$ cat src/cmws_pkg.sv
// ----------------------------------------------------------------------------
// cmws_pkg
// types and constants shared by the coset minimum weight search blocks
// ----------------------------------------------------------------------------
package cmws_pkg;

	localparam int VECTOR_BITS = 128;
	localparam int HALF_BITS   = 64;
	localparam int WEIGHT_W    = 8;
	localparam int HALF_PC_W   = 7;
	localparam int DIM_W       = 6;
	localparam int ROW_IDX_W   = 5;
	localparam int CFG_IDX_W   = 1;
	localparam int CFG_DATA_W  = 8;

	// item operation codes
	typedef enum logic {
		OP_LOAD = 1'b0,
		OP_EVAL = 1'b1
	} op_t;

	// configuration register indexes
	typedef enum logic [CFG_IDX_W-1:0] {
		REG_CODE_DIM  = 1'b0,
		REG_THRESHOLD = 1'b1
	} reg_idx_t;

	typedef enum logic [1:0] {
		ST_IDLE,
		ST_WALK,
		ST_DRAIN,
		ST_REPORT
	} ctrl_state_t;

	// controller to datapath
	typedef struct packed {
		logic write_row;
		logic init;
		logic issue;
	} cmd_t;

	// datapath to controller
	typedef struct packed {
		logic issue_last;
		logic finish;
	} status_t;

endpackage

$ cat src/cmws_ctrl.sv
// ----------------------------------------------------------------------------
// cmws_ctrl
// sequencer for load and evaluate items of the coset weight search
// ----------------------------------------------------------------------------
module cmws_ctrl (
	input  logic               clk,
	input  logic               arst_n,
	input  logic               start,
	input  logic               operation,
	input  cmws_pkg::status_t  status,
	output cmws_pkg::cmd_t     cmd,
	output logic               busy,
	output logic               done
);

	cmws_pkg::ctrl_state_t state_q;
	cmws_pkg::ctrl_state_t state_nxt;

	always_ff @(posedge clk or negedge arst_n) begin
		if (!arst_n) begin
			state_q <= cmws_pkg::ST_IDLE;
		end else begin
			state_q <= state_nxt;
		end
	end

	always_comb begin
		state_nxt = state_q;
		case (state_q)
			cmws_pkg::ST_IDLE: begin
				if (start && operation == cmws_pkg::OP_EVAL) begin
					state_nxt = cmws_pkg::ST_WALK;
				end
			end
			cmws_pkg::ST_WALK: begin
				if (status.finish) begin
					state_nxt = cmws_pkg::ST_REPORT;
				end else if (status.issue_last) begin
					state_nxt = cmws_pkg::ST_DRAIN;
				end
			end
			cmws_pkg::ST_DRAIN: begin
				if (status.finish) begin
					state_nxt = cmws_pkg::ST_REPORT;
				end
			end
			cmws_pkg::ST_REPORT: begin
				state_nxt = cmws_pkg::ST_IDLE;
			end
			default: begin
				state_nxt = cmws_pkg::ST_IDLE;
			end
		endcase
	end

	always_comb begin
		busy          = (state_q != cmws_pkg::ST_IDLE);
		done          = (state_q == cmws_pkg::ST_REPORT);
		cmd.write_row = (state_q == cmws_pkg::ST_IDLE) && start
			&& (operation == cmws_pkg::OP_LOAD);
		cmd.init      = (state_q == cmws_pkg::ST_IDLE) && start
			&& (operation == cmws_pkg::OP_EVAL);
		// stop issuing as soon as the walk is decided
		cmd.issue     = (state_q == cmws_pkg::ST_WALK) && !status.finish;
	end

endmodule

$ cat src/cmws_datapath.sv
// ----------------------------------------------------------------------------
// cmws_datapath
// row memory, gray step counter, work vector, popcount, min tracking and threshold check
// ----------------------------------------------------------------------------
module cmws_datapath #(
	parameter int MAX_ROWS = 32
) (
	input  logic                                 clk,
	input  logic                                 arst_n,
	input  cmws_pkg::cmd_t                       cmd,
	output cmws_pkg::status_t                    status,
	input  logic [cmws_pkg::ROW_IDX_W-1:0]       row_index,
	input  logic [cmws_pkg::HALF_BITS-1:0]       word_low,
	input  logic [cmws_pkg::HALF_BITS-1:0]       word_high,
	input  logic                                 cfg_valid,
	input  logic [cmws_pkg::CFG_IDX_W-1:0]       cfg_index,
	input  logic [cmws_pkg::CFG_DATA_W-1:0]      cfg_data,
	output logic [cmws_pkg::WEIGHT_W-1:0]        min_weight,
	output logic                                 rejected
);

	localparam int IDX_W = (MAX_ROWS > 1) ? $clog2(MAX_ROWS) : 1;
	localparam int CNT_W = MAX_ROWS;

	function automatic logic [cmws_pkg::HALF_PC_W-1:0] pop64(
		input logic [cmws_pkg::HALF_BITS-1:0] x
	);
		logic [1:0] p2  [32];
		logic [2:0] p4  [16];
		logic [3:0] p8  [8];
		logic [4:0] p16 [4];
		logic [5:0] p32 [2];
		for (int i = 0; i < 32; i++) begin
			p2[i] = {1'b0, x[2*i]} + {1'b0, x[2*i+1]};
		end
		for (int i = 0; i < 16; i++) begin
			p4[i] = {1'b0, p2[2*i]} + {1'b0, p2[2*i+1]};
		end
		for (int i = 0; i < 8; i++) begin
			p8[i] = {1'b0, p4[2*i]} + {1'b0, p4[2*i+1]};
		end
		for (int i = 0; i < 4; i++) begin
			p16[i] = {1'b0, p8[2*i]} + {1'b0, p8[2*i+1]};
		end
		for (int i = 0; i < 2; i++) begin
			p32[i] = {1'b0, p16[2*i]} + {1'b0, p16[2*i+1]};
		end
		return {1'b0, p32[0]} + {1'b0, p32[1]};
	endfunction

	// configuration
	logic [cmws_pkg::DIM_W-1:0]    code_dim_q;
	logic [cmws_pkg::WEIGHT_W-1:0] threshold_q;

	// row memory
	logic [cmws_pkg::VECTOR_BITS-1:0] row_mem [MAX_ROWS];

	// step counter
	logic [CNT_W-1:0]           count_q;
	logic [CNT_W-1:0]           mask_q;
	logic [CNT_W-1:0]           mask_nxt;
	logic [CNT_W-1:0]           low_onehot;
	logic [IDX_W-1:0]           low_idx;
	logic [cmws_pkg::DIM_W-1:0] dim_sat;

	// pipeline
	logic                             valid_s1, valid_s2, valid_s3, valid_s4;
	logic                             first_s1, first_s2, first_s3, first_s4;
	logic                             last_s1, last_s2, last_s3, last_s4;
	logic [IDX_W-1:0]                 idx_s1;
	logic [cmws_pkg::VECTOR_BITS-1:0] rdata_s2;
	logic [cmws_pkg::VECTOR_BITS-1:0] work_q;
	logic [cmws_pkg::HALF_PC_W-1:0]   pc_lo_s4, pc_hi_s4;
	logic [cmws_pkg::WEIGHT_W-1:0]    weight;
	logic [cmws_pkg::WEIGHT_W-1:0]    best_q;
	logic                             below_thr;
	logic                             reject_hit;
	logic                             finish;

	always_ff @(posedge clk or negedge arst_n) begin
		if (!arst_n) begin
			code_dim_q  <= '0;
			threshold_q <= '0;
		end else if (cfg_valid) begin
			case (cfg_index)
				cmws_pkg::REG_CODE_DIM:  code_dim_q  <= cfg_data[cmws_pkg::DIM_W-1:0];
				cmws_pkg::REG_THRESHOLD: threshold_q <= cfg_data;
				default: ;
			endcase
		end
	end

	always_ff @(posedge clk) begin
		if (cmd.write_row && (32'(row_index) < 32'(MAX_ROWS))) begin
			row_mem[IDX_W'(row_index)] <= {word_high, word_low};
		end
	end

	always_comb begin
		dim_sat = (code_dim_q > cmws_pkg::DIM_W'(MAX_ROWS))
			? cmws_pkg::DIM_W'(MAX_ROWS) : code_dim_q;
		for (int i = 0; i < CNT_W; i++) begin
			mask_nxt[i] = (cmws_pkg::DIM_W'(i) < dim_sat);
		end
	end

	// lowest set bit of the step number picks the row
	always_comb begin
		low_onehot = count_q & (~count_q + CNT_W'(1));
		low_idx    = '0;
		for (int i = 0; i < CNT_W; i++) begin
			low_idx = low_idx | (low_onehot[i] ? IDX_W'(i) : IDX_W'(0));
		end
	end

	assign status.issue_last = &(count_q | ~mask_q);

	always_ff @(posedge clk) begin
		if (cmd.init) begin
			count_q <= '0;
			mask_q  <= mask_nxt;
		end else if (cmd.issue) begin
			count_q <= count_q + CNT_W'(1);
		end
	end

	always_ff @(posedge clk or negedge arst_n) begin
		if (!arst_n) begin
			valid_s1 <= 1'b0;
			valid_s2 <= 1'b0;
			valid_s3 <= 1'b0;
			valid_s4 <= 1'b0;
		end else if (finish) begin
			valid_s1 <= 1'b0;
			valid_s2 <= 1'b0;
			valid_s3 <= 1'b0;
			valid_s4 <= 1'b0;
		end else begin
			valid_s1 <= cmd.issue;
			valid_s2 <= valid_s1;
			valid_s3 <= valid_s2;
			valid_s4 <= valid_s3;
		end
	end

	always_ff @(posedge clk) begin
		first_s1 <= (count_q == '0);
		last_s1  <= status.issue_last;
		idx_s1   <= low_idx;
		rdata_s2 <= row_mem[idx_s1];
		first_s2 <= first_s1;
		last_s2  <= last_s1;
		first_s3 <= first_s2;
		last_s3  <= last_s2;
		pc_lo_s4 <= pop64(work_q[cmws_pkg::HALF_BITS-1:0]);
		pc_hi_s4 <= pop64(work_q[cmws_pkg::VECTOR_BITS-1:cmws_pkg::HALF_BITS]);
		first_s4 <= first_s3;
		last_s4  <= last_s3;
	end

	// the leader itself passes through the pipe as step zero, without a row
	always_ff @(posedge clk) begin
		if (cmd.init) begin
			work_q <= {word_high, word_low};
		end else if (valid_s2) begin
			work_q <= work_q ^ (first_s2 ? '0 : rdata_s2);
		end
	end

	always_comb begin
		weight     = {1'b0, pc_lo_s4} + {1'b0, pc_hi_s4};
		below_thr  = (weight < threshold_q);
		reject_hit = valid_s4 && !first_s4 && below_thr;
		finish     = reject_hit || (valid_s4 && last_s4);
	end

	assign status.finish = finish;

	always_ff @(posedge clk) begin
		if (valid_s4 && (first_s4 || weight < best_q)) begin
			best_q <= weight;
		end
		if (finish) begin
			if (reject_hit) begin
				min_weight <= '0;
				rejected   <= 1'b1;
			end else begin
				min_weight <= (first_s4 || weight < best_q) ? weight : best_q;
				rejected   <= 1'b0;
			end
		end
	end

endmodule

$ cat src/coset_min_weight_search.sv
// ----------------------------------------------------------------------------
// coset_min_weight_search
// minimum weight of the coset f + C over a loaded generator matrix
// ----------------------------------------------------------------------------
// A load item (operation 0) writes one 128-bit generator row and is done in
// the cycle it is accepted; busy stays low and no result follows. An evaluate
// item (operation 1) walks all 2^code_dim codewords in Gray order, one step
// per cycle through the row memory and the popcount pipeline, and reports
// once the last step has passed the popcount and threshold compare; a walk
// that meets a weight under the threshold at a step other than the first
// ends at that step. code_dim above MAX_ROWS counts as MAX_ROWS. The result
// is on min_weight and rejected for exactly one cycle with done high, and
// the receiver has no way to stall it: it must take it in that cycle. Rows
// that the walk reads must have been loaded. Configuration writes are always
// taken (cfg_ready is tied high) and belong to periods where busy is low.
// ----------------------------------------------------------------------------
module coset_min_weight_search #(
	parameter int MAX_ROWS = 32
) (
	input  logic                                clk,
	input  logic                                arst_n,
	// item channel
	input  logic                                start,
	output logic                                busy,
	input  logic                                operation,
	input  logic [cmws_pkg::ROW_IDX_W-1:0]      row_index,
	input  logic [cmws_pkg::HALF_BITS-1:0]      word_low,
	input  logic [cmws_pkg::HALF_BITS-1:0]      word_high,
	// result channel
	output logic                                done,
	output logic [cmws_pkg::WEIGHT_W-1:0]       min_weight,
	output logic                                rejected,
	// configuration write channel
	input  logic                                cfg_valid,
	output logic                                cfg_ready,
	input  logic [cmws_pkg::CFG_IDX_W-1:0]      cfg_index,
	input  logic [cmws_pkg::CFG_DATA_W-1:0]     cfg_data
);

	cmws_pkg::cmd_t    cmd;
	cmws_pkg::status_t status;

	// registers take a beat in any cycle
	assign cfg_ready = 1'b1;

	// sequencer: idle, walk (issuing steps), drain, report
	cmws_ctrl u_ctrl (
		.clk       (clk),
		.arst_n    (arst_n),
		.start     (start),
		.operation (operation),
		.status    (status),
		.cmd       (cmd),
		.busy      (busy),
		.done      (done)
	);

	// step counter -> row index -> row read -> xor -> popcount -> min/threshold
	cmws_datapath #(
		.MAX_ROWS (MAX_ROWS)
	) u_datapath (
		.clk        (clk),
		.arst_n     (arst_n),
		.cmd        (cmd),
		.status     (status),
		.row_index  (row_index),
		.word_low   (word_low),
		.word_high  (word_high),
		.cfg_valid  (cfg_valid && cfg_ready),
		.cfg_index  (cfg_index),
		.cfg_data   (cfg_data),
		.min_weight (min_weight),
		.rejected   (rejected)
	);

endmodule

$ cat config.mk
export PLATFORM = sky130hd
export DESIGN_NAME = coset_min_weight_search
export DESIGN_NICKNAME = d
export VERILOG_FILES = /design/src/cmws_pkg.sv /design/src/cmws_ctrl.sv /design/src/cmws_datapath.sv /design/src/coset_min_weight_search.sv
export SDC_FILE = /design/constraint.sdc
export NUM_CORES = 2
export LEC_CHECK = 0
export BUFFER_PORTS_ARGS = -buffer_cell sky130_fd_sc_hd__buf_2
export CELL_PAD_IN_SITES_DETAIL_PLACEMENT = 0
export CELL_PAD_IN_SITES_GLOBAL_PLACEMENT = 1
export CORE_AREA = 5 5 550 552
export CTS_BUF_LIST = sky130_fd_sc_hd__clkbuf_2 sky130_fd_sc_hd__clkbuf_4 sky130_fd_sc_hd__clkbuf_8
export CTS_CLUSTER_DIAMETER = 120
export DETAILED_ROUTE_END_ITERATION = 8
export DIE_AREA = 0 0 555 557
export PLACE_DENSITY_LB_ADDON = 0.1
export SLEW_MARGIN = 20
export SYNTH_ARGS = -nofsm -noshare
export SYNTH_HDL_FRONTEND = slang
export SYNTH_SLANG_ARGS = --single-unit
$ cat constraint.sdc
create_clock -name clk -period 9.75 [get_ports clk]
set_input_delay 1.95 -clock clk [delete_from_list [all_inputs] [get_ports clk]]
set_output_delay 1.95 -clock clk [all_outputs]
set_load 0.02 [all_outputs]
==> out/metrics.csv <==
metric,value,unit
outcome,"complete, no violations",
grt_max_degree,149,
grt_use_met2,42.0,%
syn-num-nets,7988,
cts_sinks,4480,
layout_commonest_cell,edfxtp_1,
grt_pass1_wl,612000,um
period_minus_slack,6.09,ns
crit_type,flip-flop to flip-flop,
rsz0062_at_grt,no,
tns,0,ns
critPathArrivalTime,7.15,ns
netlist.area_leader.share,73.6,%
wirelength,427000,um
synth_edf_count,4273,
fin_skew,0.0673,ns
maxSlewHeadroom,19.9,%
numCtsBuffers,699,
finalSetupViolCount,0,
final_antenna_net_count,0,
p_sw_share,35.0,%
p_int,46.4,mW
ctsHoldBuffers,0,
drt_iter0_drc,10100,
coreArea,0.296,sq mm
power.leakage,61.2,nW
synth_flop_cell,edfxtp_1,
path_clk_slew,0.07,ns
synth.largest_area_cell,edfxtp_1,
tritoncts,done,
fp.dieArea,0.309,sq mm
syn2layout_area_growth,11.5,%
row_count,200,
cts-htree-levels,6,
grt_overflow,0,
power_frac_clock,22.0,%
dr.pass1.iters,5,
p_seq_share,32.6,%
portBuffers,157,
post_cts_resized,0,
avgRoutedWirePerCell,33.3,um
drive_gt1_share,33.1,%
clock_path_buffers,4,
dr_total_vias,82800,
netlist_area,0.174,sq mm
busiest_layer,met2,
fmax,164,MHz
gp_congestion,0.822,
die_y,557,um
p_sw,25.0,mW
maxCapViolations,0,
ys_seq_area_share,76.0,%
ys_types,66,
synth_area_leaders,"edfxtp_1, mux4_2, dfxtp_1, fa_1, mux2_2",
die-width,555,um
tightest_slew,1.20,ns
track_usage,27.8,%
post_cts_buffers,0,
async_flop_share,0.446,%
antenna_found_initial,60,
hpwlAfterDp,216000,um
finalCritPeriodShare,62.4,%
comb_power_share,45.3,%
grtUsageMet3,7.39,%
ys_ff_latch,4480,
grt_pass1_vias,84400,
yosys_warnings,0,
nFillCells,19300,
min_path_type,flip-flop to flip-flop,
start_util,58.9,%
clock-root-buffer,clkbuf_8,
syn_avg_cell_area,22.7,sq um
final_cell_mix,"edfxtp_1, mux4_2, clkbuf_8",
slew_viol_final,0,
drc,0,
io_pins,159,
met1_usage,41.6,%
peakVddDrop,0.00370,V
crit_fanout,2,
start_kind,flip-flop,
syn_inst,7673,
critPathCaptureType,flip-flop,
fin_nets,8616,
power_density,367,mW/mm^2
crit_required,10.81,ns
avgViaCountPerCell,6.45,
clk-insertion-delay-late,1.21,ns
finalPower,71.4,mW
hold_viol,0,
==> worst max-delay path, stage by stage (launching register included) <==
cell	delay (ns)
edfxtp_1	0.37
inv_1	0.07
fa_1	0.55
inv_1	0.05
fa_1	0.51
inv_1	0.07
fa_1	0.47
inv_1	0.05
fa_1	0.54
fa_1	0.44
fa_1	0.53
inv_1	0.05
fa_1	0.45
fa_1	0.49
inv_1	0.04
ha_1	0.20
fa_1	0.45
a21oi_1	0.18
nor2_1	0.06
nor2_1	0.15
inv_1	0.06
a21oi_1	0.14
o21bai_1	0.07
==> power groups by stage <==
| stage | logic (mW) | clock network [mW] | registers, mW |
|---|---|---|---|
| after floorplan | 26.8 | 0 | 23.4 |
| final | 32.4 | 15.7 | 23.3 |
| after global placement | 32.7 | 0 | 23.7 |
| after detailed placement | 32.7 | 0 | 23.7 |
| after global routing | 35.5 | 17.0 | 23.3 |
| after CTS | 32.7 | 16.0 | 23.3 |
==> synth_stat cells, drive strengths merged, types with 9 or more instances <==
| cell | instances |
|---|---|
| edfxtp | 4273 |
| mux4 | 1280 |
| inv | 241 |
| clkbuf | 222 |
| dfxtp | 187 |
| o21ai | 171 |
| nand2 | 169 |
| buf | 152 |
| nor2b | 142 |
| xnor2 | 142 |
| mux2 | 140 |
| fa | 109 |
| nor2 | 85 |
| ha | 59 |
| a21oi | 51 |
| nand3 | 21 |
| dfrtp | 20 |
| nor3 | 20 |
| or3 | 16 |
| a21o | 13 |
| nand2b | 12 |
| o21bai | 11 |
| o2111ai | 10 |
| xor2 | 10 |
| nand4 | 9 |
| nor4 | 9 |
==> through the flow <==
stage	utilization, %	hold slack [ns]	setup slack [ns]	instances	instance area, sq um
after floorplan	-	0.310	1.36	7673	174000
after global placement	60.8	0.311	3.61	11500	180000
after detailed placement	60.8	0.314	3.68	11500	180000
after CTS	65.6	0.328	3.65	12800	194000
after global routing	65.6	0.340	3.32	12800	194000
final	65.6	0.327	3.66	12800	194000
==> layout make-up <==
class                           instances  area (sq um)  share of cell area (%)
Antenna cell                           26          65.1                  0.0335
Timing Repair Buffer                  301          2380                    1.22
Tap cell                             3939          4930                    2.53
Clock inverter                        225          1450                   0.747
Inverter                              242           916                   0.471
Sequential cell                      4480        133000                    68.2
Multi-Input combinational cell       2577         39400                    20.3
Clock buffer                         1054         12700                    6.53
==> path summary, 6_finish.rpt <==
kind	from	end	slack, ns	cells after the start
max	u_datapath.work_q[117]$_DFFE_PP_	u_datapath.pc_hi_s4[6]$_DFF_P_	3.66	22
min	u_datapath.last_s3$_DFF_P_	u_datapath.last_s4$_DFF_P_	0.33	0
max reg2reg	u_datapath.work_q[117]$_DFFE_PP_	u_datapath.pc_hi_s4[6]$_DFF_P_	3.66	22
min reg2reg	u_datapath.last_s3$_DFF_P_	u_datapath.last_s4$_DFF_P_	0.33	0
max in group asynchronous	arst_n	u_datapath.threshold_q[7]$_DFFE_PN0P_	8.66	1
min in group asynchronous	arst_n	u_ctrl.state_q[1]$_DFFE_PN0P_	0.75	1
==> sequential cells by signal, summed over array words and instances, names as in the netlist, 2 cells and up <==
signal                  cells
u_ctrl.state_q              2
u_datapath.best_q           8
u_datapath.code_dim_q       6
u_datapath.count_q         32
u_datapath.idx_s1           5
u_datapath.mask_q          32
u_datapath.min_weight       8
u_datapath.pc_hi_s4         7
u_datapath.pc_lo_s4         7
u_datapath.rdata_s2       128
u_datapath.row_mem       4096
u_datapath.threshold_q      8
u_datapath.work_q         128
==> layer usage <==
layer	up-vias	part of all wire, %
met5	-	0.028
met4	18	2.2
met3	699	10
met2	4257	47
met1	44600	41
li1	33300	-
==> cells by family (layout without fill, tap and decap cells) <==
kind of cell	count (synthesis)	count (layout)	share of synthesized area, %
flip-flops	4480	4480	76.0
multiplexers	1422	1422	17.4
buffers and inverters	616	1822	1.54
AND/OR/NAND/NOR	525	525	1.53
AO/OA/AOI/OAI	309	309	1.05
adder cells (fa/ha/maj)	168	168	1.67
XOR/XNOR	152	152	0.763
other	1	27	0.00215
Power figures use the tool's default switching activity.
